**src/rtl/ssfs_pkg.sv**
```systemverilog
package ssfs_pkg;

    // Item and tap geometry.
    localparam int TAP_COUNT      = 20;
    localparam int SAMPLE_BITS    = 24;
    localparam int STATE_BITS     = SAMPLE_BITS + 4;
    localparam int TAP_IDX_BITS   = $clog2(TAP_COUNT);
    localparam int TDATA_BITS     = ((2 * SAMPLE_BITS + 7) / 8) * 8;

    // Configuration port.
    localparam int CFG_BITS       = 17;
    localparam int CFG_INDEX_BITS = 1;
    localparam logic [CFG_INDEX_BITS-1:0] REG_TRIM = 1'b0;
    localparam logic [CFG_INDEX_BITS-1:0] REG_WET  = 1'b1;

    // Coefficient widths.
    localparam int WT_BITS        = 18;
    localparam int FF_BITS        = 17;
    localparam int CUBE_BITS      = 17;
    localparam int ONEMC_BITS     = 18;
    localparam int OS_BITS        = 21;
    localparam int GAIN_BITS      = 22;
    localparam int QUO_BITS       = WT_BITS;
    localparam int NUM_BITS       = 34;
    localparam int DEN_BITS       = OS_BITS;

    // Shared multiplier and accumulator.
    localparam int MUL_A_BITS     = STATE_BITS + 1;
    localparam int MUL_B_BITS     = WT_BITS + 1;
    localparam int PROD_BITS      = MUL_A_BITS + MUL_B_BITS;
    localparam int ACC_BITS       = PROD_BITS + TAP_IDX_BITS;

    localparam int Q16_ONE        = 65536;
    localparam int CUBE_K         = 12312;
    localparam logic [FF_BITS-1:0]  FF_MAX       = '1;
    localparam logic [CFG_BITS-1:0] Q16_ONE_CFG  = CFG_BITS'(Q16_ONE);

    localparam logic signed [PROD_BITS-1:0] PROD_HALF = PROD_BITS'(32768);
    localparam logic signed [ACC_BITS-1:0]  ACC_HALF  = ACC_BITS'(65536);
    localparam logic signed [ACC_BITS-1:0]  ST_MAX    =
        (ACC_BITS'(1) <<< (STATE_BITS - 1)) - ACC_BITS'(1);
    localparam logic signed [ACC_BITS-1:0]  ST_MIN    = ~ST_MAX;
    localparam logic signed [PROD_BITS-1:0] SMP_MAX   =
        (PROD_BITS'(1) <<< (SAMPLE_BITS - 1)) - PROD_BITS'(1);
    localparam logic signed [PROD_BITS-1:0] SMP_MIN   = ~SMP_MAX;

    typedef struct packed {
        logic signed [MUL_A_BITS-1:0] a;
        logic signed [MUL_B_BITS-1:0] b;
    } mul_req_t;

    typedef struct packed {
        logic                start;
        logic [NUM_BITS-1:0] numer;
        logic [DEN_BITS-1:0] denom;
    } div_req_t;

    typedef struct packed {
        logic                done;
        logic [QUO_BITS-1:0] quot;
    } div_rsp_t;

    typedef struct packed {
        logic                          valid;
        logic signed [SAMPLE_BITS-1:0] left;
        logic signed [SAMPLE_BITS-1:0] right;
    } seq_res_t;

    // Round half up, dropping 16 fraction bits.
    function automatic logic signed [PROD_BITS-1:0] rnd16(
        input logic signed [PROD_BITS-1:0] x);
        return (x + PROD_HALF) >>> 16;
    endfunction

    // Round half up, dropping 17 fraction bits.
    function automatic logic signed [ACC_BITS-1:0] rnd17(
        input logic signed [ACC_BITS-1:0] x);
        return (x + ACC_HALF) >>> 17;
    endfunction

    function automatic logic signed [STATE_BITS-1:0] sat_state(
        input logic signed [ACC_BITS-1:0] v);
        logic signed [ACC_BITS-1:0] c;
        c = v;
        if (v > ST_MAX)
        begin
            c = ST_MAX;
        end
        else if (v < ST_MIN)
        begin
            c = ST_MIN;
        end
        return c[STATE_BITS-1:0];
    endfunction

    function automatic logic signed [SAMPLE_BITS-1:0] sat_sample(
        input logic signed [PROD_BITS-1:0] v);
        logic signed [PROD_BITS-1:0] c;
        c = v;
        if (v > SMP_MAX)
        begin
            c = SMP_MAX;
        end
        else if (v < SMP_MIN)
        begin
            c = SMP_MIN;
        end
        return c[SAMPLE_BITS-1:0];
    endfunction

endpackage

```
**src/rtl/ssfs_mul.sv**
```systemverilog
module ssfs_mul (
    input  logic                                  clk,
    input  ssfs_pkg::mul_req_t                    req,
    output logic signed [ssfs_pkg::PROD_BITS-1:0] prod
);
    import ssfs_pkg::*;

    logic signed [PROD_BITS-1:0] prod_reg;

    // Signed multiply with a registered product; the sequencer reads it in the
    // cycle after it drives the operands.
    always_ff @(posedge clk)
    begin
        prod_reg <= PROD_BITS'(req.a) * PROD_BITS'(req.b);
    end

    assign prod = prod_reg;

endmodule

```
**config.mk**
```make
export PLATFORM = sky130hd
export DESIGN_NAME = ssfs_mul
export DESIGN_NICKNAME = d
export VERILOG_FILES = /design/src/rtl/ssfs_pkg.sv /design/src/rtl/ssfs_mul.sv
export SDC_FILE = /design/constraint.sdc
export NUM_CORES = 2
export LEC_CHECK = 0
export ABC_AREA = 0
export BUFFER_PORTS_ARGS = -buffer_cell sky130_fd_sc_hd__buf_2
export CELL_PAD_IN_SITES_DETAIL_PLACEMENT = 0
export CELL_PAD_IN_SITES_GLOBAL_PLACEMENT = 1
export CORE_MARGIN = 1
export CORE_UTILIZATION = 51
export DETAILED_ROUTE_END_ITERATION = 7
export PLACE_DENSITY_LB_ADDON = 0.1
export RECOVER_POWER = 50
export SLEW_MARGIN = 15
export SYNTH_ARGS = -nofsm -noshare
export SYNTH_HDL_FRONTEND = slang
export SYNTH_SLANG_ARGS = --single-unit
```
**constraint.sdc**
```tcl
create_clock -name clk -period 9.05 [get_ports clk]
set_input_delay 1.81 -clock clk [delete_from_list [all_inputs] [get_ports clk]]
set_output_delay 1.81 -clock clk [all_outputs]
set_load 0.02 [all_outputs]
```
==> run summary <==
The run finished with clean final reports. Synthesis produced a netlist with a net count of 2876. At the pin with the least slew margin, the transition time is 1.46 ns.

Data arrives at the worst endpoint at 8.33 ns. For this block, the via count after detailed routing is 14000. The hold violation total from the final report is 0.

The layout has 3644 filler cells. For this run, the top clock speed supported by timing is 123 MHz. Distinct cell type count of the synthesized netlist: 56.

Setup repair after global routing left no endpoint under its margin. After clock tree synthesis, the flow added hold-fix buffers numbering 0. The number of enable flip-flop cells after synthesis was 0; the required arrival time at the worst endpoint was 9.24 ns.

The tools report the level count of the clock H-tree as 2. CTS placed an instance of clkbuf_16 at the clock tree root. The run gives 0 as the buffers inserted during post-CTS setup optimization. The top cell types in the final layout, fill and taps aside, are fa_1, inv_1, nand2_1. The horizontal die dimension was 201 um; the pin count of the biggest net entering global routing was 30.

Total number of nets in the final design: 2879. The predominant post-synthesis flop cell is dfxtp_1. The post-detailed-placement half-perimeter wirelength was 44800 um. The number of global-route vias before repair was 15400. The number of clock sinks is 48. Max-cap violations in this run came to 0. The shortest clock period the worst path allows after layout was 8.14 ns.

Of all flip-flops after synthesis, the portion carrying an async set or reset was 0%. The first global-routing pass estimated 84300 um of wire. The flip-flop count of the largest register, all copies and words added is 48, and the total setup violations reported at the end of the flow is 0.

After detailed routing, the number of remaining DRC violations is 0. The logs give 961 sq um for the sequential cell area and 72 for the number of core rows. In the routed layout, each cell is associated on average with a via count of 5.24. The synthesized area per cell was 9.40 sq um. The setup slack after layout was 0.914 ns.

The startpoint-to-endpoint class of the critical path was in2reg. The logs give 5 for the number of detailed-routing iterations run before antenna repair and 38900 sq um for the area of the core region. TritonCTS built the clock tree.

The path type of the worst min-delay path is in2reg. Summing all multi-input logic gate instances after layout gives 17000 sq um. The first routing iteration left 630 violations. After synthesis, flip-flops and latches occupy 4.75% of the total area. The floorplan step defined a die boundary enclosing 40500 sq um. In the final routed layout, each cell accounts on average for 19.6 um. After synthesis the cells add up to 20200 sq um. No sink is reached through more buffers than the 2 on the longest clock path.

For the max-slew headroom at the worst pin, the log shows 2.85%. The global-route usage over all layers is 27.4%, and the number of I/O port buffers is 96. In the final layout, the share of cells above drive strength 1 is 3.75%.

With fillers left out, the area of the finished cells amounts to 21200 sq um. The number of gates resized after CTS was 0. At the end of the flow the core is filled with cells to 54.4%. The instance count of the mapped netlist is 2155, and the initial antenna violation count is 2. In this run, synthesis produced a sequential element count of 48. Number of pins with negative max-slew slack in the final report: 0. Yosys printed 0 warnings. During I/O placement, the number of pins put on the boundary was 97. After clock tree synthesis, the clock-pin slew on the worst setup and hold paths is 0.07 ns.

The share of the clock period used by the worst path after layout was 89.9%. The placed instances occupy a cell area of 21000 sq um. Highest net fanout along the worst path: 23. The die height was 201 um. At the end of routability-driven placement, the weighted congestion stood at 0.894. The initial utilization of the core area, before any placement, comes to 52.0%. The type of origin of the critical path is an input pin. The nature of the critical path endpoint was a register. Prior to clock tree synthesis, the placed netlist has a worst setup slack of 0.592 ns.

Leftover overflow at the end of global routing: 0. Count of nets left with antenna violations after detail routing: 0. Setup total negative slack on the finished layout was measured at 0 ns. The library cell used most frequently in the layout, excluding fill and tap cells, is fa_1.

TritonCTS created 5 clock buffers. The area growth from synthesis to final layout was 4.54%; the detailed-route wire length was 52500 um.
==> logic make-up (layout without fill, tap and decap cells) <==
group / after synthesis / after routing / synth area share, %
adder cells (fa/ha/maj): 672 / 672 / 61.5
XOR/XNOR: 50 / 50 / 2.16
other: 0 / 1 / 0
flip-flops: 48 / 48 / 4.75
buffers and inverters: 619 / 623 / 11.5
AO/OA/AOI/OAI: 132 / 132 / 4.78
AND/OR/NAND/NOR: 634 / 634 / 15.3
==> through the flow <==
stage	std cells	hold WS, ns
final	2678	2.06
after global routing	2677	2.07
after CTS	2677	2.06
after detailed placement	2669	2.22
after global placement	2669	2.23
after floorplan	2155	1.93
==> Yosys cell counts (3+ instances only) <==
library cell	count	area [sq um]
and2_1	239	1500
o21bai_1	10	75.1
a221oi_2	3	45.0
o211ai_1	5	37.5
buf_2	5	25.0
a211o_1	3	26.3
xor2_1	14	123
a211oi_1	4	30.0
nand4_1	8	50.1
o21ai_0	14	70.1
inv_1	508	1910
a31oi_1	4	25.0
nor3_1	11	55.1
a21oi_1	32	160
a2111oi_0	3	26.3
fa_1	539	10800
ha_1	133	1660
nand3_1	8	40.0
clkbuf_1	105	394
dfxtp_1	48	961
nor2_1	45	169
nand2b_1	7	43.8
a21o_1	23	173
nor2b_1	3	18.8
nand2_1	303	1140
xnor2_1	36	315
a31o_1	3	26.3
==> cell type report <==
type,count,share of cell area (%)
Sequential cell,48,4.54
Timing Repair Buffer,107,2.38
Clock buffer,5,0.591
Inverter,508,9.01
Clock inverter,3,0.325
Antenna cell,1,0.0118
Tap cell,518,3.06
Multi-Input combinational cell,1488,80.1
==> per-layer routing <==
metal  vias to the layer above  part of all wire, %  global-route usage, %
li1                       6254                    -                      -
met1                      7395                   37                   31.9
met2                       306                   56                   52.4
met3                        65                  3.0                   2.22
met4                         2                  3.7                   9.71
met5                         -                0.015                      0
==> path summary, 6_finish.rpt <==
check | to | cells past startpoint | startpoint
max | prod[45] | 22 | req[5]
min | prod[0] | 3 | req[19]
==> worst max-delay path, cell delays in order <==
cell and delay, ns:
buf_2 0.47, and2_1 0.26, inv_1 0.07, fa_1 0.66, inv_1 0.15, fa_1 0.85
fa_1 0.53, fa_1 0.51, fa_1 0.49, inv_1 0.05, fa_1 0.47, inv_1 0.04
ha_1 0.27, ha_1 0.35, a21o_1 0.21, nor2_1 0.08, o21ai_0 0.08, o211a_1 0.12
o21ai_0 0.19, o211ai_2 0.14, o2111a_1 0.25, a311o_1 0.26
Power is left out: the tool's default activity adds up to more than one toggle a clock period on the data nets, which glitch-free logic cannot reach.
