**src/rtl/ssfs_pkg.sv**
```systemverilog
package ssfs_pkg;

    // Item and tap geometry.
    localparam int TAP_COUNT      = 20;
    localparam int SAMPLE_BITS    = 24;
    localparam int STATE_BITS     = SAMPLE_BITS + 4;
    localparam int TAP_IDX_BITS   = $clog2(TAP_COUNT);
    localparam int TDATA_BITS     = ((2 * SAMPLE_BITS + 7) / 8) * 8;

    // Configuration port.
    localparam int CFG_BITS       = 17;
    localparam int CFG_INDEX_BITS = 1;
    localparam logic [CFG_INDEX_BITS-1:0] REG_TRIM = 1'b0;
    localparam logic [CFG_INDEX_BITS-1:0] REG_WET  = 1'b1;

    // Coefficient widths.
    localparam int WT_BITS        = 18;
    localparam int FF_BITS        = 17;
    localparam int CUBE_BITS      = 17;
    localparam int ONEMC_BITS     = 18;
    localparam int OS_BITS        = 21;
    localparam int GAIN_BITS      = 22;
    localparam int QUO_BITS       = WT_BITS;
    localparam int NUM_BITS       = 34;
    localparam int DEN_BITS       = OS_BITS;

    // Shared multiplier and accumulator.
    localparam int MUL_A_BITS     = STATE_BITS + 1;
    localparam int MUL_B_BITS     = WT_BITS + 1;
    localparam int PROD_BITS      = MUL_A_BITS + MUL_B_BITS;
    localparam int ACC_BITS       = PROD_BITS + TAP_IDX_BITS;

    localparam int Q16_ONE        = 65536;
    localparam int CUBE_K         = 12312;
    localparam logic [FF_BITS-1:0]  FF_MAX       = '1;
    localparam logic [CFG_BITS-1:0] Q16_ONE_CFG  = CFG_BITS'(Q16_ONE);

    localparam logic signed [PROD_BITS-1:0] PROD_HALF = PROD_BITS'(32768);
    localparam logic signed [ACC_BITS-1:0]  ACC_HALF  = ACC_BITS'(65536);
    localparam logic signed [ACC_BITS-1:0]  ST_MAX    =
        (ACC_BITS'(1) <<< (STATE_BITS - 1)) - ACC_BITS'(1);
    localparam logic signed [ACC_BITS-1:0]  ST_MIN    = ~ST_MAX;
    localparam logic signed [PROD_BITS-1:0] SMP_MAX   =
        (PROD_BITS'(1) <<< (SAMPLE_BITS - 1)) - PROD_BITS'(1);
    localparam logic signed [PROD_BITS-1:0] SMP_MIN   = ~SMP_MAX;

    typedef struct packed {
        logic signed [MUL_A_BITS-1:0] a;
        logic signed [MUL_B_BITS-1:0] b;
    } mul_req_t;

    typedef struct packed {
        logic                start;
        logic [NUM_BITS-1:0] numer;
        logic [DEN_BITS-1:0] denom;
    } div_req_t;

    typedef struct packed {
        logic                done;
        logic [QUO_BITS-1:0] quot;
    } div_rsp_t;

    typedef struct packed {
        logic                          valid;
        logic signed [SAMPLE_BITS-1:0] left;
        logic signed [SAMPLE_BITS-1:0] right;
    } seq_res_t;

    // Round half up, dropping 16 fraction bits.
    function automatic logic signed [PROD_BITS-1:0] rnd16(
        input logic signed [PROD_BITS-1:0] x);
        return (x + PROD_HALF) >>> 16;
    endfunction

    // Round half up, dropping 17 fraction bits.
    function automatic logic signed [ACC_BITS-1:0] rnd17(
        input logic signed [ACC_BITS-1:0] x);
        return (x + ACC_HALF) >>> 17;
    endfunction

    function automatic logic signed [STATE_BITS-1:0] sat_state(
        input logic signed [ACC_BITS-1:0] v);
        logic signed [ACC_BITS-1:0] c;
        c = v;
        if (v > ST_MAX)
        begin
            c = ST_MAX;
        end
        else if (v < ST_MIN)
        begin
            c = ST_MIN;
        end
        return c[STATE_BITS-1:0];
    endfunction

    function automatic logic signed [SAMPLE_BITS-1:0] sat_sample(
        input logic signed [PROD_BITS-1:0] v);
        logic signed [PROD_BITS-1:0] c;
        c = v;
        if (v > SMP_MAX)
        begin
            c = SMP_MAX;
        end
        else if (v < SMP_MIN)
        begin
            c = SMP_MIN;
        end
        return c[SAMPLE_BITS-1:0];
    endfunction

endpackage

```
**src/rtl/ssfs_div.sv**
```systemverilog
module ssfs_div (
    input  logic               clk,
    input  logic               rst_n,
    input  ssfs_pkg::div_req_t req,
    output ssfs_pkg::div_rsp_t rsp
);
    import ssfs_pkg::*;

    localparam int CNT_BITS = $clog2(QUO_BITS + 1);

    logic [CNT_BITS-1:0] cnt_reg, cnt_next;
    logic                done_reg, done_next;
    logic [DEN_BITS-1:0] rem_reg, rem_next;
    logic [QUO_BITS-1:0] low_reg, low_next;
    logic [DEN_BITS-1:0] den_reg, den_next;
    logic [DEN_BITS:0]   trial;

    // Restoring division, one quotient bit per cycle. The upper dividend bits
    // are known to be below the divisor, so only QUO_BITS steps are needed.
    // Dividend bits shift out of low_reg as quotient bits shift in.
    assign trial = {rem_reg, low_reg[QUO_BITS-1]};

    always_comb
    begin
        cnt_next  = cnt_reg;
        done_next = 1'b0;
        rem_next  = rem_reg;
        low_next  = low_reg;
        den_next  = den_reg;
        if (req.start)
        begin
            cnt_next = CNT_BITS'(QUO_BITS);
            rem_next = DEN_BITS'(req.numer[NUM_BITS-1:QUO_BITS]);
            low_next = req.numer[QUO_BITS-1:0];
            den_next = req.denom;
        end
        else if (cnt_reg != '0)
        begin
            cnt_next  = cnt_reg - CNT_BITS'(1);
            done_next = (cnt_reg == CNT_BITS'(1));
            if (trial >= {1'b0, den_reg})
            begin
                rem_next = DEN_BITS'(trial - {1'b0, den_reg});
                low_next = {low_reg[QUO_BITS-2:0], 1'b1};
            end
            else
            begin
                rem_next = trial[DEN_BITS-1:0];
                low_next = {low_reg[QUO_BITS-2:0], 1'b0};
            end
        end
    end

    always_ff @(posedge clk or negedge rst_n)
    begin
        if (!rst_n)
        begin
            cnt_reg  <= '0;
            done_reg <= 1'b0;
        end
        else
        begin
            cnt_reg  <= cnt_next;
            done_reg <= done_next;
        end
    end

    always_ff @(posedge clk)
    begin
        rem_reg <= rem_next;
        low_reg <= low_next;
        den_reg <= den_next;
    end

    assign rsp.done = done_reg;
    assign rsp.quot = low_reg;

endmodule

```
**config.mk**
```make
export PLATFORM = sky130hd
export DESIGN_NAME = ssfs_div
export DESIGN_NICKNAME = d
export VERILOG_FILES = /design/src/rtl/ssfs_pkg.sv /design/src/rtl/ssfs_div.sv
export SDC_FILE = /design/constraint.sdc
export NUM_CORES = 1
export LEC_CHECK = 0
export BUFFER_PORTS_ARGS = -buffer_cell sky130_fd_sc_hd__buf_2
export CORE_ASPECT_RATIO = 1.25
export CORE_UTILIZATION = 40
export CTS_CLUSTER_DIAMETER = 30
export DETAILED_ROUTE_END_ITERATION = 8
export PLACE_DENSITY = 0.7
export SKIP_CTS_REPAIR_TIMING = 1
export SYNTH_ARGS = -nofsm -noshare
export SYNTH_HDL_FRONTEND = slang
export SYNTH_SLANG_ARGS = --single-unit
```
**constraint.sdc**
```tcl
create_clock -name clk -period 3.7 [get_ports clk]
set_input_delay 0.74 -clock clk [delete_from_list [all_inputs] [get_ports clk]]
set_output_delay 0.74 -clock clk [all_outputs]
set_load 0.01 [all_outputs]
```
==> results.yml, run 1 <==
outcome:
  run_status: "finished clean"
sta:
  hold_viol: 0
  min_period_ns: 3.214
  tns_ns: 0
  finalCritPeriodShare_pct: 86.86
  drv_slew: 0
  setup_viol: 0
  slew-limit-headroom_pct: 53.35
  tightestPinTransition_ns: 0.6990
  max_freq_ghz: 0.3112
  hold_slack_ns: 0.2243
  rsz0062_at_grt: "false"
  skew_ns: 0.007202
floorplan:
  fp.coreArea_um2: 9709
  dieArea_um2: 10450
  initial_utilization_pct: 41.37
  num_rows: 40
  io_pins: 77
  die_y_um: 114.0
  die_w_um: 91.63
finish:
  syn_to_final_growth_pct: 19.91
  drive_above_1_share_pct: 31.70
  antenna_cells: 0
  fillerInstances: 912
  stdcell_area_um2: 4816
  layout.nets: 526
synth:
  synth_enable_flop_cells: 55
  synth_area_um2: 4016
  synthCells: 362
  syn_area_per_cell_um2: 11.09
  yosysSeqAreaShare_pct: 47.35
  yosys_warnings: 0
  ys_async_sr_fraction_pct: 9.091
  yosysUniqueCellTypes: 59
  yosys.area.top_type: "edfxtp_1"
  synth-seq-cells: 66
  netlist.area_leader.share_pct: 41.12
  syn_nets: 445
  ys.flop_type: "edfxtp_1"
  ys_top_cells_by_area: "edfxtp_1 (41%), mux2_2 (7.9%), ha_1 (7.5%)"
drt:
  drc_errors: 0
  via_per_inst: 5.253
  wl_mm: 8.087
  num_vias: 3015
  firstDrtPassIters: 4
  drtAntennaViolNets: 0
  wl_per_cell_um: 14.09
  drt_iter0_drc: 163
clock_tree:
  root_buffer: "clkbuf_16"
  htreeDepth: 3
  clockBufferDepth: 2
  insertion_delay_ns: 0.34
  path_clk_slew_ns: 0.06
  cts_made_buffers: 9
  cts.sinks: 66
  cts_tree: "yes"
global_routing:
  grt_pass1_wl_mm: 13.34
  grt_overflow: 0
  antenna_found_initial: 0
  grt_max_degree: 45
  grt_usage_pct: 16.48
  grt_pass1_vias: 2903
worst_setup_path:
  required_ns: 3.78
  slowest_stage: "fa_1"
  path_delay_family: "compound AO/OA/AOI/OAI gates"
  arrival_ns: 3.30
  cp-start-kind: "flip-flop"
  crit_type: "reg2reg"
  cpPeakStageDelay_ns: 0.42
  cp-end-kind: "flip-flop"
  cp_max_fo: 6
  worstPathCellList: "inv_1, ha_1, fa_1, nor2b_1, o2111ai_1, a21oi_2, o211a_1, or2_1, buf_4, mux2_4, mux2_2"
  worst-path-buf-inv: 2
pwr:
  power_switching_w: 0.001278
  switching_share_pct: 36.09
  p_clk_share_pct: 21.8
  power-per-cell-area_nw_per_um2: 735.4
  leakagePower_nw: 2.154
  internal-power_w: 0.002264
  seqPwrFrac_pct: 31.2
  p_comb_share_pct: 47.0
  vdd_drop_max_mv: 0.3164
placed_design:
  place_congestion: 0.8526
  port_buffers: 76
  dpl_cell_area_um2: 4544
  dp_hpwl_mm: 6.007
flow_run:
  max_cap_violations: 0
worst_hold_path:
  hold_path_class: "in2async"
cell type report:
| cell class | count | area [µm²] | share of cell area [%] |
|---|---|---|---|
| Multi-Input combinational cell | 251 | 1932 | 40.11 |
| Sequential cell | 66 | 1902 | 39.49 |
| Timing Repair Buffer | 83 | 432.9 | 8.989 |
| Clock buffer | 9 | 225.2 | 4.677 |
| Tap cell | 126 | 157.7 | 3.274 |
| Inverter | 32 | 120.1 | 2.494 |
| Clock inverter | 7 | 46.29 | 0.9613 |
final timing paths:
path | from | to | slack [ns] | cells after the start
max in group asynchronous | rst_n | cnt_reg[3] | 3.32 | 1
max reg2reg | low_reg[17] | rem_reg[6] | 0.49 | 11
max | low_reg[17] | rem_reg[6] | 0.49 | 11
min | rst_n | cnt_reg[0] | 0.22 | 1
min in group clk | rem_reg[17] | rem_reg[18] | 0.50 | 2
min reg2reg | rem_reg[17] | rem_reg[18] | 0.50 | 2
worst register-to-register path, delay by kind of cell, from the launching register on:
family / cells / cell delay, ns
AOI/OAI and AO/OA: 3 / 0.78
buffers and inverters: 2 / 0.24
and+or+nand+nor: 2 / 0.38
adders and majority gates: 2 / 0.64
DFF: 1 / 0.36
muxes: 2 / 0.57
metal layers:
layer	vias up	track usage (%)	routed length, µm	part of all wire, %
li1	1513	-	-	-
met1	1413	20.06	3624	45
met2	77	26.52	3848	48
met3	12	3.933	430	5.3
met4	0	9.841	183	2.3
met5	-	0	0	0
cell usage after synthesis (7+ instances only):
cell      number
edfxtp_1      55
inv_1         32
mux2_2        28
ha_1          24
nor2_1        23
a21oi_1       21
nand2_1       21
o21ai_0       10
clkbuf_1       9
xnor2_1        8
a21o_1         7
nor2b_1        7
nor3_1         7
layout by cell type, fill, tap and decap left out, types with 4 or more instances in the layout:
cell / instances
o21a_1: 4
a21o_1: 7
nor2b_1: 7
nor2_1: 23
clkbuf_16: 9
a31oi_1: 6
a221o_1: 4
clkinv_2: 4
and3_1: 4
o21ai_0: 10
dfxtp_1: 5
buf_2: 76
nor3_1: 7
edfxtp_1: 55
nand2_1: 21
dfrtp_1: 6
buf_4: 7
xnor2_1: 8
mux2_2: 28
inv_1: 32
a21oi_1: 21
nand3_1: 5
ha_1: 24
mux2_4: 6
mux2i_1: 4
logic make-up (layout without fill, tap and decap cells):
kind of cell	after synthesis	count (layout)	synth area share, %
AOI/OAI and AO/OA	81	81	14.17
xor gates and xnor gates	11	11	2.399
adders and majority gates	25	25	7.975
buffers and inverters	45	131	4.548
DFF	66	66	47.35
muxes	38	38	11.09
and+or+nand+nor	96	96	12.46
through the flow:
step                std cells  setup WS, ns  utilization (%)  total power [W]
global placement          558        0.5861            46.80         0.002748
detailed placement        558        0.5260            46.80         0.002777
CTS                       574        0.4991            49.60         0.003569
global route              574        0.3113            49.60         0.003817
floorplan                 362        0.7794                -         0.002418
finish                    574        0.4862            49.60         0.003542
power groups by stage:
stage	sequential [W]	clock, W	combinational [W]
detailed placement	0.00112	0	0.00166
finish	0.00111	0.000772	0.00166
global placement	0.00112	0	0.00163
global route	0.00113	0.000822	0.00187
floorplan	0.00111	0	0.00131
CTS	0.00111	0.000792	0.00167
No activity file was read; power rests on OpenSTA's default activity.
==> inputs of run 2 (changes only) <==
--- a/config.mk
+++ b/config.mk
@@ -6,11 +6,13 @@
 export NUM_CORES = 1
 export LEC_CHECK = 0
 export BUFFER_PORTS_ARGS = -buffer_cell sky130_fd_sc_hd__buf_2
+export CELL_PAD_IN_SITES_DETAIL_PLACEMENT = 1
+export CELL_PAD_IN_SITES_GLOBAL_PLACEMENT = 1
 export CORE_ASPECT_RATIO = 1.25
 export CORE_UTILIZATION = 40
 export CTS_CLUSTER_DIAMETER = 30
 export DETAILED_ROUTE_END_ITERATION = 8
-export PLACE_DENSITY = 0.7
+export PLACE_DENSITY = 0.72
 export SKIP_CTS_REPAIR_TIMING = 1
 export SYNTH_ARGS = -nofsm -noshare
 export SYNTH_HDL_FRONTEND = slang
==> results.yml, run 2 (same netlist as run 1, synthesis figures left out) <==
flow_run:
  max_cap_violations: 0
finish:
  drive_above_1_share_pct: 30.72
  final_cell_mix: "buf_2 (76), edfxtp_1 (55), inv_1 (32)"
  utilization_pct: 49.60
  final_common_cell: "buf_2"
  antenna_cells: 0
  stdcell_count: 572
  layout.nets: 524
  syn_to_final_growth_pct: 19.91
clock_tree:
  cts_tree: "yes"
  root_buffer: "clkbuf_16"
  cts.sinks: 66
  htreeDepth: 3
  insertion_delay_ns: 0.34
  clockBufferDepth: 2
  cts_made_buffers: 9
  path_clk_slew_ns: 0.05
worst_hold_path:
  hold_path_class: "in2async"
pwr:
  totalPowerFinal_w: 0.003650
  power-per-cell-area_nw_per_um2: 757.9
  vdd_drop_max_mv: 0.3041
  leakagePower_nw: 2.139
worst_setup_path:
  ff2ff_path_depth: 11
  r2r-end: "rem_reg[5]"
  cp_max_fo: 9
  crit_type: "reg2reg"
  rrSetupSlack_ns: 0.43
  cp-start-kind: "flip-flop"
  arrival_ns: 3.35
  required_ns: 3.78
  regToRegStartpoint: "low_reg[17]"
  cp-end-kind: "flip-flop"
global_routing:
  grt_overflow: 0
  antenna_found_initial: 0
  grt_usage_pct: 19.10
  grt_pass1_wl_mm: 15.41
  grt_max_degree: 77
  grt_pass1_vias: 3219
sta:
  rsz0062_at_grt: "false"
  finalCritPeriodShare_pct: 88.25
  min_period_ns: 3.265
  setup_viol: 0
  max_freq_ghz: 0.3063
  tightestPinTransition_ns: 0.8979
  slew-limit-headroom_pct: 40.14
  drv_slew: 0
  hold_viol: 0
  tns_ns: 0
  hold_slack_ns: 0.2159
  skew_ns: 0.005141
drt:
  num_vias: 3038
  wl_mm: 9.343
  via_per_inst: 5.311
  drtAntennaViolNets: 0
  drc_errors: 0
  firstDrtPassIters: 4
  wl_per_cell_um: 16.33
  drt_iter0_drc: 83
placed_design:
  dp_hpwl_mm: 6.857
  dp_cells: 556
  place_congestion: 0.8054
  port_buffers: 76
floorplan:
  num_rows: 40
  fp.coreArea_um2: 9709
  die_w_um: 91.63
  io_pins: 77
  die_y_um: 114.0
  initial_utilization_pct: 41.37
  dieArea_um2: 10450
outcome:
  run_status: "finished clean"
-- run 2: power breakdown --
part	internal [W]	switching, W	total (W)
registers	0.00101	0.0000992	0.00111
logic	0.000795	0.000914	0.00171
clock network	0.000515	0.000314	0.000829
total	0.00232	0.00133	0.00365
-- run 2: final cells by class --
| class | instances | area (µm²) |
|---|---|---|
| fillers | 1093 | 4893 |
| repair buffers | 81 | 417.9 |
| clock buffers | 10 | 229.0 |
| multi-input cells | 251 | 1932 |
| clock inverters | 6 | 57.56 |
| flip-flops and latches | 66 | 1902 |
| inverters | 32 | 120.1 |
| well taps | 126 | 157.7 |
-- run 2: metrics by stage --
step,setup WS [ns],instance area [µm²]
global route,0.2933,4816
finish,0.4347,4816
global placement,0.6354,4529
floorplan,0.7794,4016
detailed placement,0.5058,4529
CTS,0.4651,4816
-- run 2: layer usage --
layer	track usage [%]	vias up	part of all wire [%]
met3	4.800	10	3.7
li1	-	1501	-
met1	22.08	1478	43
met4	7.513	0	1.6
met5	0	-	0
met2	33.78	49	51
-- run 2: critical path: stages (launching register included) --
cell and delay, ns:
edfxtp_1 0.36, inv_1 0.05, ha_1 0.22, fa_1 0.42
nor2b_1 0.19, o2111ai_1 0.21, a21oi_2 0.33, o211a_1 0.29
or2_1 0.15, buf_4 0.20, mux2_4 0.32, mux2_2 0.27
-- run 2: worst max-delay path by stage --
stage	endpoint	depth (start not counted)	start	slack (ns)
6_report	rem_reg[5]	11	low_reg[17]	0.43
5_1_grt	rem_reg[5]	11	low_reg[17]	0.29
4_1_cts	rem_reg[5]	11	low_reg[17]	0.47
3_5_place_dp	rem_reg[7]	11	low_reg[17]	0.51
3_3_place_gp	rem_reg[7]	11	low_reg[17]	0.64
2_1_floorplan	rem_reg[10]	11	low_reg[17]	0.78
==> inputs of run 3 (changes only) <==
--- a/config.mk
+++ b/config.mk
@@ -12,7 +12,7 @@
 export CORE_UTILIZATION = 40
 export CTS_CLUSTER_DIAMETER = 30
 export DETAILED_ROUTE_END_ITERATION = 8
-export PLACE_DENSITY = 0.72
+export PLACE_DENSITY = 0.83
 export SKIP_CTS_REPAIR_TIMING = 1
 export SYNTH_ARGS = -nofsm -noshare
 export SYNTH_HDL_FRONTEND = slang
==> results.yml, run 3 (same netlist as run 1, synthesis figures left out) <==
outcome:
  run_status: "finished clean"
finish:
  final_cell_mix: "buf_2 (76), edfxtp_1 (55), inv_1 (32)"
  final_common_cell: "buf_2"
  antenna_cells: 0
  stdcell_area_um2: 4846
  syn_to_final_growth_pct: 20.65
  layout.nets: 526
  drive_above_1_share_pct: 31.70
  fillerInstances: 1086
drt:
  drc_errors: 0
  firstDrtPassIters: 4
  num_vias: 3100
  via_per_inst: 5.401
  drt_iter0_drc: 116
  wl_per_cell_um: 17.04
  drtAntennaViolNets: 0
  wl_mm: 9.780
global_routing:
  grt_overflow: 0
  grt_pass1_vias: 3366
  antenna_found_initial: 0
  grt_pass1_wl_mm: 15.82
  grt_usage_pct: 19.74
  grt_max_degree: 35
pwr:
  vdd_drop_max_mv: 0.3860
  power-per-cell-area_nw_per_um2: 769.5
  leakagePower_nw: 2.158
sta:
  finalCritPeriodShare_pct: 92.83
  setup_viol: 0
  rsz0062_at_grt: "false"
  slew-limit-headroom_pct: 52.30
  tightestPinTransition_ns: 0.7148
  hold_viol: 0
  tns_ns: 0
  max_freq_ghz: 0.2911
  min_period_ns: 3.435
  setup_ws_ns: 0.2652
  skew_ns: 0.006564
  drv_slew: 0
floorplan:
  io_pins: 77
  initial_utilization_pct: 41.37
  dieArea_um2: 10450
  die_y_um: 114.0
  fp.coreArea_um2: 9709
  num_rows: 40
  die_w_um: 91.63
placed_design:
  dpl_cell_area_um2: 4544
  port_buffers: 76
  place_congestion: 0.7840
  place_ws_ns: 0.3523
  dp_hpwl_mm: 7.018
flow_run:
  max_cap_violations: 0
clock_tree:
  path_clk_slew_ns: 0.06
  cts_tree: "yes"
  htreeDepth: 3
  insertion_delay_ns: 0.34
  root_buffer: "clkbuf_16"
  cts_made_buffers: 9
  clockBufferDepth: 2
  cts.sinks: 66
worst_setup_path:
  cp_max_fo: 7
  cp-start-kind: "flip-flop"
  cp-end-kind: "flip-flop"
  required_ns: 3.79
  crit_type: "reg2reg"
  arrival_ns: 3.53
  rrSetupSlack_ns: 0.27
worst_hold_path:
  hold_path_class: "in2async"
## run 3: final timing paths
kind                                   from           to  cells past startpoint
worst max-delay path            low_reg[17]   rem_reg[5]                     11
worst min-delay path                  rst_n     done_reg                      1
worst max register to register  low_reg[17]   rem_reg[5]                     11
worst min register to register  rem_reg[17]  rem_reg[18]                      2
max in group asynchronous             rst_n   cnt_reg[3]                      1
min in group clk                rem_reg[17]  rem_reg[18]                      2
## run 3: final cells by class
cell class | instances | area [µm²] | share of cell area [%]
Clock buffer | 9 | 225.2 | 4.648
Clock inverter | 7 | 76.32 | 1.575
Inverter | 32 | 120.1 | 2.479
Multi-Input combinational cell | 251 | 1932 | 39.87
Sequential cell | 66 | 1902 | 39.25
Tap cell | 126 | 157.7 | 3.253
Timing Repair Buffer | 83 | 432.9 | 8.934
## run 3: power by group
part	internal, W	total (W)	leakage, nW	switching [W]
registers	0.00101	0.00111	0.680	0.000102
logic	0.000806	0.00174	1.33	0.000934
clock network	0.000527	0.000875	0.143	0.000348
## run 3: metal layers
layer  vias up  global-route usage, %  share of wire, %
met3        19                  3.867               3.5
met5         -                      0                 0
met2        68                  36.79                54
met1      1511                  20.83                40
met4         0                  10.48               2.7
li1       1502                      -                 -
## run 3: metrics by stage
| stage | hold slack, ns | util [%] | power (W) | cells |
|---|---|---|---|---|
| 2_1_floorplan | 0.4444 | - | 0.002418 | 362 |
| 3_3_place_gp | 0.4915 | 46.80 | 0.002763 | 558 |
| 3_5_place_dp | 0.5153 | 46.80 | 0.002832 | 558 |
| 4_1_cts | 0.2198 | 49.91 | 0.003751 | 574 |
| 5_1_grt | 0.2297 | 49.91 | 0.003948 | 574 |
| 6_report | 0.2197 | 49.91 | 0.003729 | 574 |
## run 3: worst max-delay path: stages, from the launching register on
cell,delay [ns]
edfxtp_1,0.37
inv_1,0.06
ha_1,0.23
fa_1,0.43
nor2b_1,0.21
o2111ai_1,0.21
a21oi_2,0.31
o211a_1,0.29
or2_1,0.30
buf_4,0.22
mux2_4,0.30
mux2_2,0.26
