<file path="src/rtl/ssfs_pkg.sv">
package ssfs_pkg;

    // Item and tap geometry.
    localparam int TAP_COUNT      = 20;
    localparam int SAMPLE_BITS    = 24;
    localparam int STATE_BITS     = SAMPLE_BITS + 4;
    localparam int TAP_IDX_BITS   = $clog2(TAP_COUNT);
    localparam int TDATA_BITS     = ((2 * SAMPLE_BITS + 7) / 8) * 8;

    // Configuration port.
    localparam int CFG_BITS       = 17;
    localparam int CFG_INDEX_BITS = 1;
    localparam logic [CFG_INDEX_BITS-1:0] REG_TRIM = 1'b0;
    localparam logic [CFG_INDEX_BITS-1:0] REG_WET  = 1'b1;

    // Coefficient widths.
    localparam int WT_BITS        = 18;
    localparam int FF_BITS        = 17;
    localparam int CUBE_BITS      = 17;
    localparam int ONEMC_BITS     = 18;
    localparam int OS_BITS        = 21;
    localparam int GAIN_BITS      = 22;
    localparam int QUO_BITS       = WT_BITS;
    localparam int NUM_BITS       = 34;
    localparam int DEN_BITS       = OS_BITS;

    // Shared multiplier and accumulator.
    localparam int MUL_A_BITS     = STATE_BITS + 1;
    localparam int MUL_B_BITS     = WT_BITS + 1;
    localparam int PROD_BITS      = MUL_A_BITS + MUL_B_BITS;
    localparam int ACC_BITS       = PROD_BITS + TAP_IDX_BITS;

    localparam int Q16_ONE        = 65536;
    localparam int CUBE_K         = 12312;
    localparam logic [FF_BITS-1:0]  FF_MAX       = '1;
    localparam logic [CFG_BITS-1:0] Q16_ONE_CFG  = CFG_BITS'(Q16_ONE);

    localparam logic signed [PROD_BITS-1:0] PROD_HALF = PROD_BITS'(32768);
    localparam logic signed [ACC_BITS-1:0]  ACC_HALF  = ACC_BITS'(65536);
    localparam logic signed [ACC_BITS-1:0]  ST_MAX    =
        (ACC_BITS'(1) <<< (STATE_BITS - 1)) - ACC_BITS'(1);
    localparam logic signed [ACC_BITS-1:0]  ST_MIN    = ~ST_MAX;
    localparam logic signed [PROD_BITS-1:0] SMP_MAX   =
        (PROD_BITS'(1) <<< (SAMPLE_BITS - 1)) - PROD_BITS'(1);
    localparam logic signed [PROD_BITS-1:0] SMP_MIN   = ~SMP_MAX;

    typedef struct packed {
        logic signed [MUL_A_BITS-1:0] a;
        logic signed [MUL_B_BITS-1:0] b;
    } mul_req_t;

    typedef struct packed {
        logic                start;
        logic [NUM_BITS-1:0] numer;
        logic [DEN_BITS-1:0] denom;
    } div_req_t;

    typedef struct packed {
        logic                done;
        logic [QUO_BITS-1:0] quot;
    } div_rsp_t;

    typedef struct packed {
        logic                          valid;
        logic signed [SAMPLE_BITS-1:0] left;
        logic signed [SAMPLE_BITS-1:0] right;
    } seq_res_t;

    // Round half up, dropping 16 fraction bits.
    function automatic logic signed [PROD_BITS-1:0] rnd16(
        input logic signed [PROD_BITS-1:0] x);
        return (x + PROD_HALF) >>> 16;
    endfunction

    // Round half up, dropping 17 fraction bits.
    function automatic logic signed [ACC_BITS-1:0] rnd17(
        input logic signed [ACC_BITS-1:0] x);
        return (x + ACC_HALF) >>> 17;
    endfunction

    function automatic logic signed [STATE_BITS-1:0] sat_state(
        input logic signed [ACC_BITS-1:0] v);
        logic signed [ACC_BITS-1:0] c;
        c = v;
        if (v > ST_MAX)
        begin
            c = ST_MAX;
        end
        else if (v < ST_MIN)
        begin
            c = ST_MIN;
        end
        return c[STATE_BITS-1:0];
    endfunction

    function automatic logic signed [SAMPLE_BITS-1:0] sat_sample(
        input logic signed [PROD_BITS-1:0] v);
        logic signed [PROD_BITS-1:0] c;
        c = v;
        if (v > SMP_MAX)
        begin
            c = SMP_MAX;
        end
        else if (v < SMP_MIN)
        begin
            c = SMP_MIN;
        end
        return c[SAMPLE_BITS-1:0];
    endfunction

endpackage

</file>
<file path="src/rtl/ssfs_seq.sv">
module ssfs_seq (
    input  logic                                    clk,
    input  logic                                    rst_n,
    input  logic                                    cfg_wr_en,
    input  logic [ssfs_pkg::CFG_INDEX_BITS-1:0]     cfg_index,
    input  logic [ssfs_pkg::CFG_BITS-1:0]           cfg_data,
    input  logic                                    in_valid,
    output logic                                    in_ready,
    input  logic signed [ssfs_pkg::SAMPLE_BITS-1:0] left_sample,
    input  logic signed [ssfs_pkg::SAMPLE_BITS-1:0] right_sample,
    input  logic                                    slot_free,
    output ssfs_pkg::seq_res_t                      res,
    output ssfs_pkg::mul_req_t                      mul_req,
    input  logic signed [ssfs_pkg::PROD_BITS-1:0]   prod,
    output ssfs_pkg::div_req_t                      div_req,
    input  ssfs_pkg::div_rsp_t                      div_rsp
);
    import ssfs_pkg::*;

    localparam int ST_BITS = 5;
    localparam logic [ST_BITS-1:0] ST_IDLE    = 5'd0;
    localparam logic [ST_BITS-1:0] ST_D_START = 5'd1;
    localparam logic [ST_BITS-1:0] ST_D_R1    = 5'd2;
    localparam logic [ST_BITS-1:0] ST_D_M2    = 5'd3;
    localparam logic [ST_BITS-1:0] ST_D_R2    = 5'd4;
    localparam logic [ST_BITS-1:0] ST_D_M3    = 5'd5;
    localparam logic [ST_BITS-1:0] ST_D_R3    = 5'd6;
    localparam logic [ST_BITS-1:0] ST_D_GAIN  = 5'd7;
    localparam logic [ST_BITS-1:0] ST_D_ADJM  = 5'd8;
    localparam logic [ST_BITS-1:0] ST_D_ADJR  = 5'd9;
    localparam logic [ST_BITS-1:0] ST_D_FFM   = 5'd10;
    localparam logic [ST_BITS-1:0] ST_D_FFR   = 5'd11;
    localparam logic [ST_BITS-1:0] ST_D_TAP   = 5'd12;
    localparam logic [ST_BITS-1:0] ST_D_TAPW  = 5'd13;
    localparam logic [ST_BITS-1:0] ST_SLOPE   = 5'd14;
    localparam logic [ST_BITS-1:0] ST_CORR    = 5'd15;
    localparam logic [ST_BITS-1:0] ST_MAC     = 5'd16;
    localparam logic [ST_BITS-1:0] ST_MACEND  = 5'd17;
    localparam logic [ST_BITS-1:0] ST_VEL1    = 5'd18;
    localparam logic [ST_BITS-1:0] ST_VEL2    = 5'd19;
    localparam logic [ST_BITS-1:0] ST_POS     = 5'd20;
    localparam logic [ST_BITS-1:0] ST_FB      = 5'd21;
    localparam logic [ST_BITS-1:0] ST_MIX1    = 5'd22;
    localparam logic [ST_BITS-1:0] ST_MIX2    = 5'd23;
    localparam logic [ST_BITS-1:0] ST_DONE    = 5'd24;

    localparam logic [GAIN_BITS-1:0] GAIN_ONE = GAIN_BITS'(Q16_ONE);
    localparam logic [OS_BITS-1:0]   OS_ONE   = OS_BITS'(Q16_ONE);
    localparam logic signed [ONEMC_BITS-1:0] ONEMC_ONE = ONEMC_BITS'(Q16_ONE);

    // Control.
    logic [ST_BITS-1:0]      state_reg, state_next;
    logic [TAP_IDX_BITS-1:0] idx_reg, idx_next;
    logic                    ch_reg, ch_next;
    logic                    pend_reg, pend_next;

    // Configuration and derived coefficients.
    logic [CFG_BITS-1:0]          trim_reg, trim_next;
    logic [CFG_BITS-1:0]          wet_reg, wet_next;
    logic [OS_BITS-1:0]           os_reg, os_next;
    logic [CUBE_BITS-1:0]         cube_reg, cube_next;
    logic signed [ONEMC_BITS-1:0] onemc_reg, onemc_next;
    logic [GAIN_BITS-1:0]         gain_reg, gain_next;
    logic [DEN_BITS-1:0]          div_reg, div_next;
    logic [FF_BITS-1:0]           ff_reg, ff_next;
    logic signed [MUL_A_BITS-1:0] tmp_reg, tmp_next;
    logic [WT_BITS-1:0]           wt_mem [TAP_COUNT];

    // Filter state.
    logic signed [STATE_BITS-1:0] hist_l_reg [TAP_COUNT];
    logic signed [STATE_BITS-1:0] hist_r_reg [TAP_COUNT];
    logic signed [STATE_BITS-1:0] last_l_reg, last_l_next;
    logic signed [STATE_BITS-1:0] last_r_reg, last_r_next;
    logic signed [STATE_BITS-1:0] prior_l_reg, prior_l_next;
    logic signed [STATE_BITS-1:0] prior_r_reg, prior_r_next;

    // Per-item working registers.
    logic signed [SAMPLE_BITS-1:0] in_l_reg, in_l_next;
    logic signed [SAMPLE_BITS-1:0] in_r_reg, in_r_next;
    logic signed [STATE_BITS-1:0]  slope_reg, slope_next;
    logic signed [STATE_BITS-1:0]  accq_reg, accq_next;
    logic signed [STATE_BITS-1:0]  vel_reg, vel_next;
    logic signed [STATE_BITS-1:0]  pos_reg, pos_next;
    logic signed [ACC_BITS-1:0]    acc_reg, acc_next;
    logic signed [PROD_BITS-1:0]   mixa_reg, mixa_next;
    logic signed [SAMPLE_BITS-1:0] out_l_reg, out_l_next;
    logic signed [SAMPLE_BITS-1:0] out_r_reg, out_r_next;

    // Combinational helpers.
    logic signed [STATE_BITS-1:0]  cur_last, cur_prior, hist_rd;
    logic signed [SAMPLE_BITS-1:0] cur_in;
    logic [WT_BITS-1:0]            wt_rd;
    logic signed [PROD_BITS-1:0]   prod_rnd, fb_rnd, mix_rnd;
    logic signed [MUL_B_BITS-1:0]  dry_gain;
    logic signed [STATE_BITS-1:0]  corr_val, pos_val, prior_val;
    logic signed [SAMPLE_BITS-1:0] out_val;
    logic [GAIN_BITS-1:0]          gain_sum;
    logic [CUBE_BITS-1:0]          raw_wt;
    logic                          hist_shift;
    logic                          wt_write;

    assign cur_last  = ch_reg ? last_r_reg  : last_l_reg;
    assign cur_prior = ch_reg ? prior_r_reg : prior_l_reg;
    assign cur_in    = ch_reg ? in_r_reg    : in_l_reg;
    assign hist_rd   = ch_reg ? hist_r_reg[idx_reg] : hist_l_reg[idx_reg];
    assign wt_rd     = wt_mem[idx_reg];

    assign prod_rnd  = rnd16(prod);
    assign fb_rnd    = rnd16(-prod);
    assign mix_rnd   = rnd16(mixa_reg + prod);
    assign dry_gain  = signed'(MUL_B_BITS'(Q16_ONE)) - signed'(MUL_B_BITS'(wet_reg));

    assign corr_val  = sat_state(ACC_BITS'(cur_prior) - ACC_BITS'(slope_reg));
    assign pos_val   = sat_state(ACC_BITS'(cur_last) + ACC_BITS'(vel_reg));
    assign prior_val = sat_state(ACC_BITS'(fb_rnd));
    assign out_val   = sat_sample(mix_rnd);
    assign gain_sum  = GAIN_BITS'(os_reg) + GAIN_BITS'(cube_reg);
    assign raw_wt    = (gain_reg > GAIN_ONE) ? Q16_ONE_CFG : gain_reg[CUBE_BITS-1:0];

    assign in_ready  = (state_reg == ST_IDLE) && !cfg_wr_en;

    assign res.valid = (state_reg == ST_DONE);
    assign res.left  = out_l_reg;
    assign res.right = out_r_reg;

    always_comb
    begin
        state_next   = state_reg;
        idx_next     = idx_reg;
        ch_next      = ch_reg;
        pend_next    = 1'b0;
        trim_next    = trim_reg;
        wet_next     = wet_reg;
        os_next      = os_reg;
        cube_next    = cube_reg;
        onemc_next   = onemc_reg;
        gain_next    = gain_reg;
        div_next     = div_reg;
        ff_next      = ff_reg;
        tmp_next     = tmp_reg;
        last_l_next  = last_l_reg;
        last_r_next  = last_r_reg;
        prior_l_next = prior_l_reg;
        prior_r_next = prior_r_reg;
        in_l_next    = in_l_reg;
        in_r_next    = in_r_reg;
        slope_next   = slope_reg;
        accq_next    = accq_reg;
        vel_next     = vel_reg;
        pos_next     = pos_reg;
        acc_next     = acc_reg;
        mixa_next    = mixa_reg;
        out_l_next   = out_l_reg;
        out_r_next   = out_r_reg;
        hist_shift   = 1'b0;
        wt_write     = 1'b0;
        mul_req      = '0;
        div_req      = '0;

        // A tap product issued last cycle lands in the accumulator now.
        if (pend_reg)
        begin
            acc_next = acc_reg + ACC_BITS'(prod);
        end

        case (state_reg)
            ST_IDLE:
            begin
                if (in_valid && in_ready)
                begin
                    in_l_next  = left_sample;
                    in_r_next  = right_sample;
                    ch_next    = 1'b0;
                    state_next = ST_SLOPE;
                end
            end
            // Coefficient derivation: cube of the wet knob first.
            ST_D_START:
            begin
                mul_req.a  = MUL_A_BITS'(wet_reg);
                mul_req.b  = MUL_B_BITS'(wet_reg);
                os_next    = OS_BITS'({trim_reg, 3'b000}) + OS_BITS'({trim_reg, 1'b0});
                state_next = ST_D_R1;
            end
            ST_D_R1:
            begin
                tmp_next   = MUL_A_BITS'(prod_rnd);
                state_next = ST_D_M2;
            end
            ST_D_M2:
            begin
                mul_req.a  = tmp_reg;
                mul_req.b  = MUL_B_BITS'(wet_reg);
                state_next = ST_D_R2;
            end
            ST_D_R2:
            begin
                tmp_next   = MUL_A_BITS'(prod_rnd);
                state_next = ST_D_M3;
            end
            ST_D_M3:
            begin
                mul_req.a  = tmp_reg;
                mul_req.b  = MUL_B_BITS'(CUBE_K);
                state_next = ST_D_R3;
            end
            ST_D_R3:
            begin
                cube_next  = prod_rnd[CUBE_BITS-1:0];
                state_next = ST_D_GAIN;
            end
            ST_D_GAIN:
            begin
                gain_next  = (gain_sum < GAIN_ONE) ? GAIN_ONE : gain_sum;
                div_next   = (os_reg < OS_ONE) ? OS_ONE : os_reg;
                onemc_next = ONEMC_ONE - signed'(ONEMC_BITS'(cube_reg));
                state_next = ST_D_ADJM;
            end
            ST_D_ADJM:
            begin
                mul_req.a  = MUL_A_BITS'(trim_reg);
                mul_req.b  = MUL_B_BITS'(onemc_reg);
                state_next = ST_D_ADJR;
            end
            ST_D_ADJR:
            begin
                tmp_next   = MUL_A_BITS'(prod_rnd);
                state_next = ST_D_FFM;
            end
            ST_D_FFM:
            begin
                mul_req.a  = tmp_reg;
                mul_req.b  = MUL_B_BITS'(tmp_reg);
                state_next = ST_D_FFR;
            end
            ST_D_FFR:
            begin
                ff_next    = (prod_rnd > PROD_BITS'(FF_MAX)) ? FF_MAX :
                             prod_rnd[FF_BITS-1:0];
                idx_next   = '0;
                state_next = ST_D_TAP;
            end
            // Hand out the gain one whole tap at a time, then divide.
            ST_D_TAP:
            begin
                gain_next     = (gain_reg > GAIN_ONE) ? (gain_reg - GAIN_ONE) : '0;
                div_req.start = 1'b1;
                div_req.numer = {raw_wt, 17'b0} + NUM_BITS'(div_reg >> 1);
                div_req.denom = div_reg;
                state_next    = ST_D_TAPW;
            end
            ST_D_TAPW:
            begin
                if (div_rsp.done)
                begin
                    wt_write = 1'b1;
                    if (idx_reg == TAP_IDX_BITS'(TAP_COUNT - 1))
                    begin
                        state_next = ST_IDLE;
                    end
                    else
                    begin
                        idx_next   = idx_reg + TAP_IDX_BITS'(1);
                        state_next = ST_D_TAP;
                    end
                end
            end
            // Per-channel filter pass.
            ST_SLOPE:
            begin
                slope_next = sat_state(ACC_BITS'(cur_last) - ACC_BITS'(cur_in));
                state_next = ST_CORR;
            end
            ST_CORR:
            begin
                hist_shift = 1'b1;
                acc_next   = '0;
                idx_next   = '0;
                state_next = ST_MAC;
            end
            ST_MAC:
            begin
                mul_req.a = MUL_A_BITS'(hist_rd);
                mul_req.b = MUL_B_BITS'(wt_rd);
                pend_next = 1'b1;
                if (idx_reg == TAP_IDX_BITS'(TAP_COUNT - 1))
                begin
                    state_next = ST_MACEND;
                end
                else
                begin
                    idx_next = idx_reg + TAP_IDX_BITS'(1);
                end
            end
            ST_MACEND:
            begin
                state_next = ST_VEL1;
            end
            ST_VEL1:
            begin
                accq_next  = sat_state(rnd17(acc_reg));
                state_next = ST_VEL2;
            end
            ST_VEL2:
            begin
                vel_next   = sat_state(ACC_BITS'(cur_prior) + ACC_BITS'(accq_reg));
                state_next = ST_POS;
            end
            ST_POS:
            begin
                pos_next = pos_val;
                if (ch_reg)
                begin
                    last_r_next = pos_val;
                end
                else
                begin
                    last_l_next = pos_val;
                end
                mul_req.a  = MUL_A_BITS'(vel_reg);
                mul_req.b  = MUL_B_BITS'(ff_reg);
                state_next = ST_FB;
            end
            ST_FB:
            begin
                if (ch_reg)
                begin
                    prior_r_next = prior_val;
                end
                else
                begin
                    prior_l_next = prior_val;
                end
                mul_req.a  = MUL_A_BITS'(pos_reg);
                mul_req.b  = MUL_B_BITS'(wet_reg);
                state_next = ST_MIX1;
            end
            ST_MIX1:
            begin
                mixa_next  = prod;
                mul_req.a  = MUL_A_BITS'(cur_in);
                mul_req.b  = dry_gain;
                state_next = ST_MIX2;
            end
            ST_MIX2:
            begin
                if (ch_reg)
                begin
                    out_r_next = out_val;
                    state_next = ST_DONE;
                end
                else
                begin
                    out_l_next = out_val;
                    ch_next    = 1'b1;
                    state_next = ST_SLOPE;
                end
            end
            ST_DONE:
            begin
                if (slot_free)
                begin
                    state_next = ST_IDLE;
                end
            end
            default:
            begin
                state_next = ST_IDLE;
            end
        endcase

        // A register write restarts the coefficient derivation.
        if (cfg_wr_en)
        begin
            case (cfg_index)
                REG_TRIM: trim_next = cfg_data;
                REG_WET:  wet_next  = cfg_data;
                default:  ;
            endcase
            state_next = ST_D_START;
        end
    end

    always_ff @(posedge clk or negedge rst_n)
    begin
        if (!rst_n)
        begin
            state_reg   <= ST_D_START;
            idx_reg     <= '0;
            ch_reg      <= 1'b0;
            pend_reg    <= 1'b0;
            trim_reg    <= Q16_ONE_CFG;
            wet_reg     <= Q16_ONE_CFG;
            last_l_reg  <= '0;
            last_r_reg  <= '0;
            prior_l_reg <= '0;
            prior_r_reg <= '0;
        end
        else
        begin
            state_reg   <= state_next;
            idx_reg     <= idx_next;
            ch_reg      <= ch_next;
            pend_reg    <= pend_next;
            trim_reg    <= trim_next;
            wet_reg     <= wet_next;
            last_l_reg  <= last_l_next;
            last_r_reg  <= last_r_next;
            prior_l_reg <= prior_l_next;
            prior_r_reg <= prior_r_next;
        end
    end

    always_ff @(posedge clk or negedge rst_n)
    begin
        if (!rst_n)
        begin
            for (int i = 0; i < TAP_COUNT; i++)
            begin
                hist_l_reg[i] <= '0;
                hist_r_reg[i] <= '0;
            end
        end
        else if (hist_shift)
        begin
            if (ch_reg)
            begin
                for (int i = TAP_COUNT - 1; i > 0; i--)
                begin
                    hist_r_reg[i] <= hist_r_reg[i-1];
                end
                hist_r_reg[0] <= corr_val;
            end
            else
            begin
                for (int i = TAP_COUNT - 1; i > 0; i--)
                begin
                    hist_l_reg[i] <= hist_l_reg[i-1];
                end
                hist_l_reg[0] <= corr_val;
            end
        end
    end

    always_ff @(posedge clk)
    begin
        os_reg    <= os_next;
        cube_reg  <= cube_next;
        onemc_reg <= onemc_next;
        gain_reg  <= gain_next;
        div_reg   <= div_next;
        ff_reg    <= ff_next;
        tmp_reg   <= tmp_next;
        in_l_reg  <= in_l_next;
        in_r_reg  <= in_r_next;
        slope_reg <= slope_next;
        accq_reg  <= accq_next;
        vel_reg   <= vel_next;
        pos_reg   <= pos_next;
        acc_reg   <= acc_next;
        mixa_reg  <= mixa_next;
        out_l_reg <= out_l_next;
        out_r_reg <= out_r_next;
        if (wt_write)
        begin
            wt_mem[idx_reg] <= div_rsp.quot;
        end
    end

endmodule

</file>
<file path="config.mk">
export PLATFORM = sky130hd
export DESIGN_NAME = ssfs_seq
export DESIGN_NICKNAME = d
export VERILOG_FILES = /design/src/rtl/ssfs_pkg.sv /design/src/rtl/ssfs_seq.sv
export SDC_FILE = /design/constraint.sdc
export NUM_CORES = 2
export LEC_CHECK = 0
export BUFFER_PORTS_ARGS = -buffer_cell sky130_fd_sc_hd__buf_2
export CAP_MARGIN = 20
export CORE_ASPECT_RATIO = 1.1
export CORE_MARGIN = 5
export CORE_UTILIZATION = 65
export DETAILED_ROUTE_END_ITERATION = 10
export PLACE_DENSITY_LB_ADDON = 0.1
export RECOVER_POWER = 25
export SYNTH_ARGS = -nofsm -noshare
export SYNTH_HDL_FRONTEND = slang
export SYNTH_SLANG_ARGS = --single-unit
</file>
<file path="constraint.sdc">
create_clock -name clk -period 11.7 [get_ports clk]
set_clock_uncertainty 0.1 [all_clocks]
set_input_delay 2.34 -clock clk [delete_from_list [all_inputs] [get_ports clk]]
set_output_delay 2.34 -clock clk [all_outputs]
set_load 0.1 [all_outputs]
</file>
==> flow_metrics.tcl <==
set metrics [dict create \
    hpwl_um 191500 \
    postCtsHoldBufs 0 \
    grt_pass1_vias 74817 \
    hold_viol_final 0 \
    portBuffers 290 \
    num_rows 153 \
    worstPathMaxFanout 45 \
    async_flop_share 0.6115 \
    stdcell_area_mm2 0.1134 \
    viasPerCell 6.203 \
    synth_largest_area_cell "dfrtp_1" \
    first_iter_violations 8033 \
    setup_viol 0 \
    gp_congestion 0.9898 \
    ys_seq_area_frac 0.5404 \
    cts_inserted_buffers 205 \
    synth_edf_count 759 \
    grtUsageTotal 0.3433 \
    synth_area_leaders "dfrtp_1 31%, edfxtp_1 22%, nand2_1 13%" \
    final.fill_count 11270 \
    worst_slack_ps 3215 \
    clock_latency_ps 850 \
    grt_max_degree 242 \
    syn_to_final_growth_pct 9.757 \
    max_slew_margin -1.037 \
    die_w_um 390.1 \
    postRouteAntennaNets 0 \
    first_pass_iters 7 \
    synth_top_cell_area_share 0.3088 \
    cts_setup_buffers 0 \
    dp_slack_ps 4442 \
    antenna_found_initial 22 \
    place_area_mm2 0.1065 \
    drive_above_1_share 0.1270 \
    totalWireLength_um 287400 \
    syn_nets 10315 \
    dr_total_vias 75886 \
    ys_types 99 \
    ys_warn_count 0 \
    fmax_mhz 117.9 \
    ios 292 \
    place_inst 11831 \
    min_path_type "register to register" \
    clk_path_buf_depth 3 \
    fin_cells 12233 \
    finalSetupTns_ps 0 \
    clk_pin_slew_ps 60 \
    tritoncts "yes" \
    cts_resized 0 \
    ys_ff_latch 2090 \
    cp.required_ps 9260 \
    hold_start "hist_l_reg[11]$_DFFE_PN0P_" \
    crit_chain "nand2b_1 > nor3_1 > clkbuf_1 > a222oi_1 > o211ai_1 > a21oi_1 > o21ai_0 > buf_2" \
    cts.htree.levels 4 \
    netlist_instances 9868 \
    fin_crit_ps 8485 \
    grt-ovfl-total 0 \
    die_y_um 428.2 \
    violations "max-capacitance violations, max-slew violations" \
    dieArea_mm2 0.1670 \
    crit_slowest_cell "clkbuf_1" \
    drc_errors 0 \
    worst-setup-path-type "register to output pin" \
    root_buffer "clkbuf_16" \
    irDropWorstVdd_mv 0.2219 \
    slowest_delay_ps 1820 \
    power.leakage_nw 51.36 \
    reg2reg_from "state_reg[0]$_DFFE_PN1P_" \
    powerDensity_mw_per_mm2 199.8 \
    post_drt_wl_per_cell_um 23.49 \
    grt_first_pass_wirelength_um 443000 \
    worst_slew_pin_slew_ps 3055 \
    syn_area_mm2 0.1033 \
    avgSynthCellArea_um2 10.47 \
    finalNetCount 10399 \
    startpoint "state_reg[2]$_DFFE_PN0P_" \
    clock-sinks 2090 \
    cap_viol_max_count 15 \
    initial_utilization 0.6534 \
    synth-main-ff-cell "dfrtp_1" \
    outcome "finished, violations left" \
    critPathCaptureType "output pin" \
    rsz0062_at_grt "false" \
    crit_arrival_ps 6050 \
    yosysMostFrequentCell "nand2_1" \
    fin_hold_ws_ps 370.3 \
    synthTopCellsByCount "3589 x nand2_1, 1275 x dfrtp_1, 759 x edfxtp_1, 443 x clkbuf_1, 381 x mux4_2" \
    core_mm2 0.1581 \
    crit_path_start_kind "register" \
    period_share 0.7252 \
    slew_viol_final 497 \
]
## cell usage in the layout, fill, tap and decap left out, types with 54 or more instances in the layout
cell type and count:
nand2_1 3587, dfrtp_1 1268, edfxtp_1 759, mux4_2 381
a21oi_1 345, o21ai_0 328, nor2_1 318, ha_1 301
buf_2 221, clkbuf_16 209, xnor2_1 178, inv_1 149
xor2_1 136, mux2_2 128, clkbuf_1 128, mux2i_1 119
buf_4 119, a21o_1 118, nand3_1 98, nor3_1 60
nor2b_1 59, o21ai_1 56, nand4_1 55, a31oi_1 54
## metrics by stage
stage / power [mW] / util
3_5_place_dp: 15.82 / 0.6733
2_1_floorplan: 13.37 / -
4_1_cts: 22.65 / 0.7175
5_1_grt: 23.52 / 0.7170
3_3_place_gp: 15.71 / 0.6732
6_report: 22.66 / 0.7172
## report_power, final
| part | internal (mW) | switching [mW] |
|---|---|---|
| Sequential | 8.12 | 0.553 |
| Clock | 3.90 | 2.95 |
| Combinational | 2.33 | 4.81 |
| Total | 14.3 | 8.31 |
## final timing paths
kind | to | slack [ps] | cells past startpoint
max | mul_req[33] | 3210 | 8
min reg2reg | hist_l_reg[11]$_DFFE_PN0P_ | 370 | 2
min | hist_l_reg[11]$_DFFE_PN0P_ | 370 | 2
max reg2reg | hist_r_reg[527]$_DFFE_PN0P_ | 3400 | 11
max in group asynchronous | hist_l_reg[79]$_DFFE_PN0P_ | 6170 | 3
min in group asynchronous | hist_l_reg[378]$_DFFE_PN0P_ | 1450 | 1
## metal layers
metal,routed length [um],part of all wire,vias up,global-route usage
met4,17740,0.062,16,0.1819
met1,113400,0.39,37674,0.4721
met2,131700,0.46,3117,0.5261
met5,108,0.00038,-,0
li1,-,-,34367,-
met3,24430,0.085,712,0.06651
## critical path: cells and delay by family, from the launching register on
kind	cells	cell delay [ps]
simple gates	2	730
buf+inv	2	2410
flops	1	810
compound gates	4	1240
## logic make-up (layout without fill, tap and decap cells)
kind of cell	after synthesis	after routing	share of synthesized area
simple gates	4457	4457	0.1746
flops	2090	2090	0.5404
compound gates	1335	1335	0.08191
buf+inv	714	973	0.02795
mux	628	628	0.1085
fa+ha+maj	328	328	0.03984
xor+xnor	315	315	0.02670
other cells	1	15	0.00003629
## cell type report
type	instances	area, um2	area share
Antenna cell	14	35.03	0.0003089
Tap cell	2092	2618	0.02308
Clock inverter	105	1254	0.01106
Inverter	152	570.5	0.005031
Multi-Input combinational cell	7064	44730	0.3944
Clock buffer	277	5725	0.05049
Sequential cell	2090	55860	0.4926
Timing Repair Buffer	439	2613	0.02304
Power figures use the tool's default switching activity.
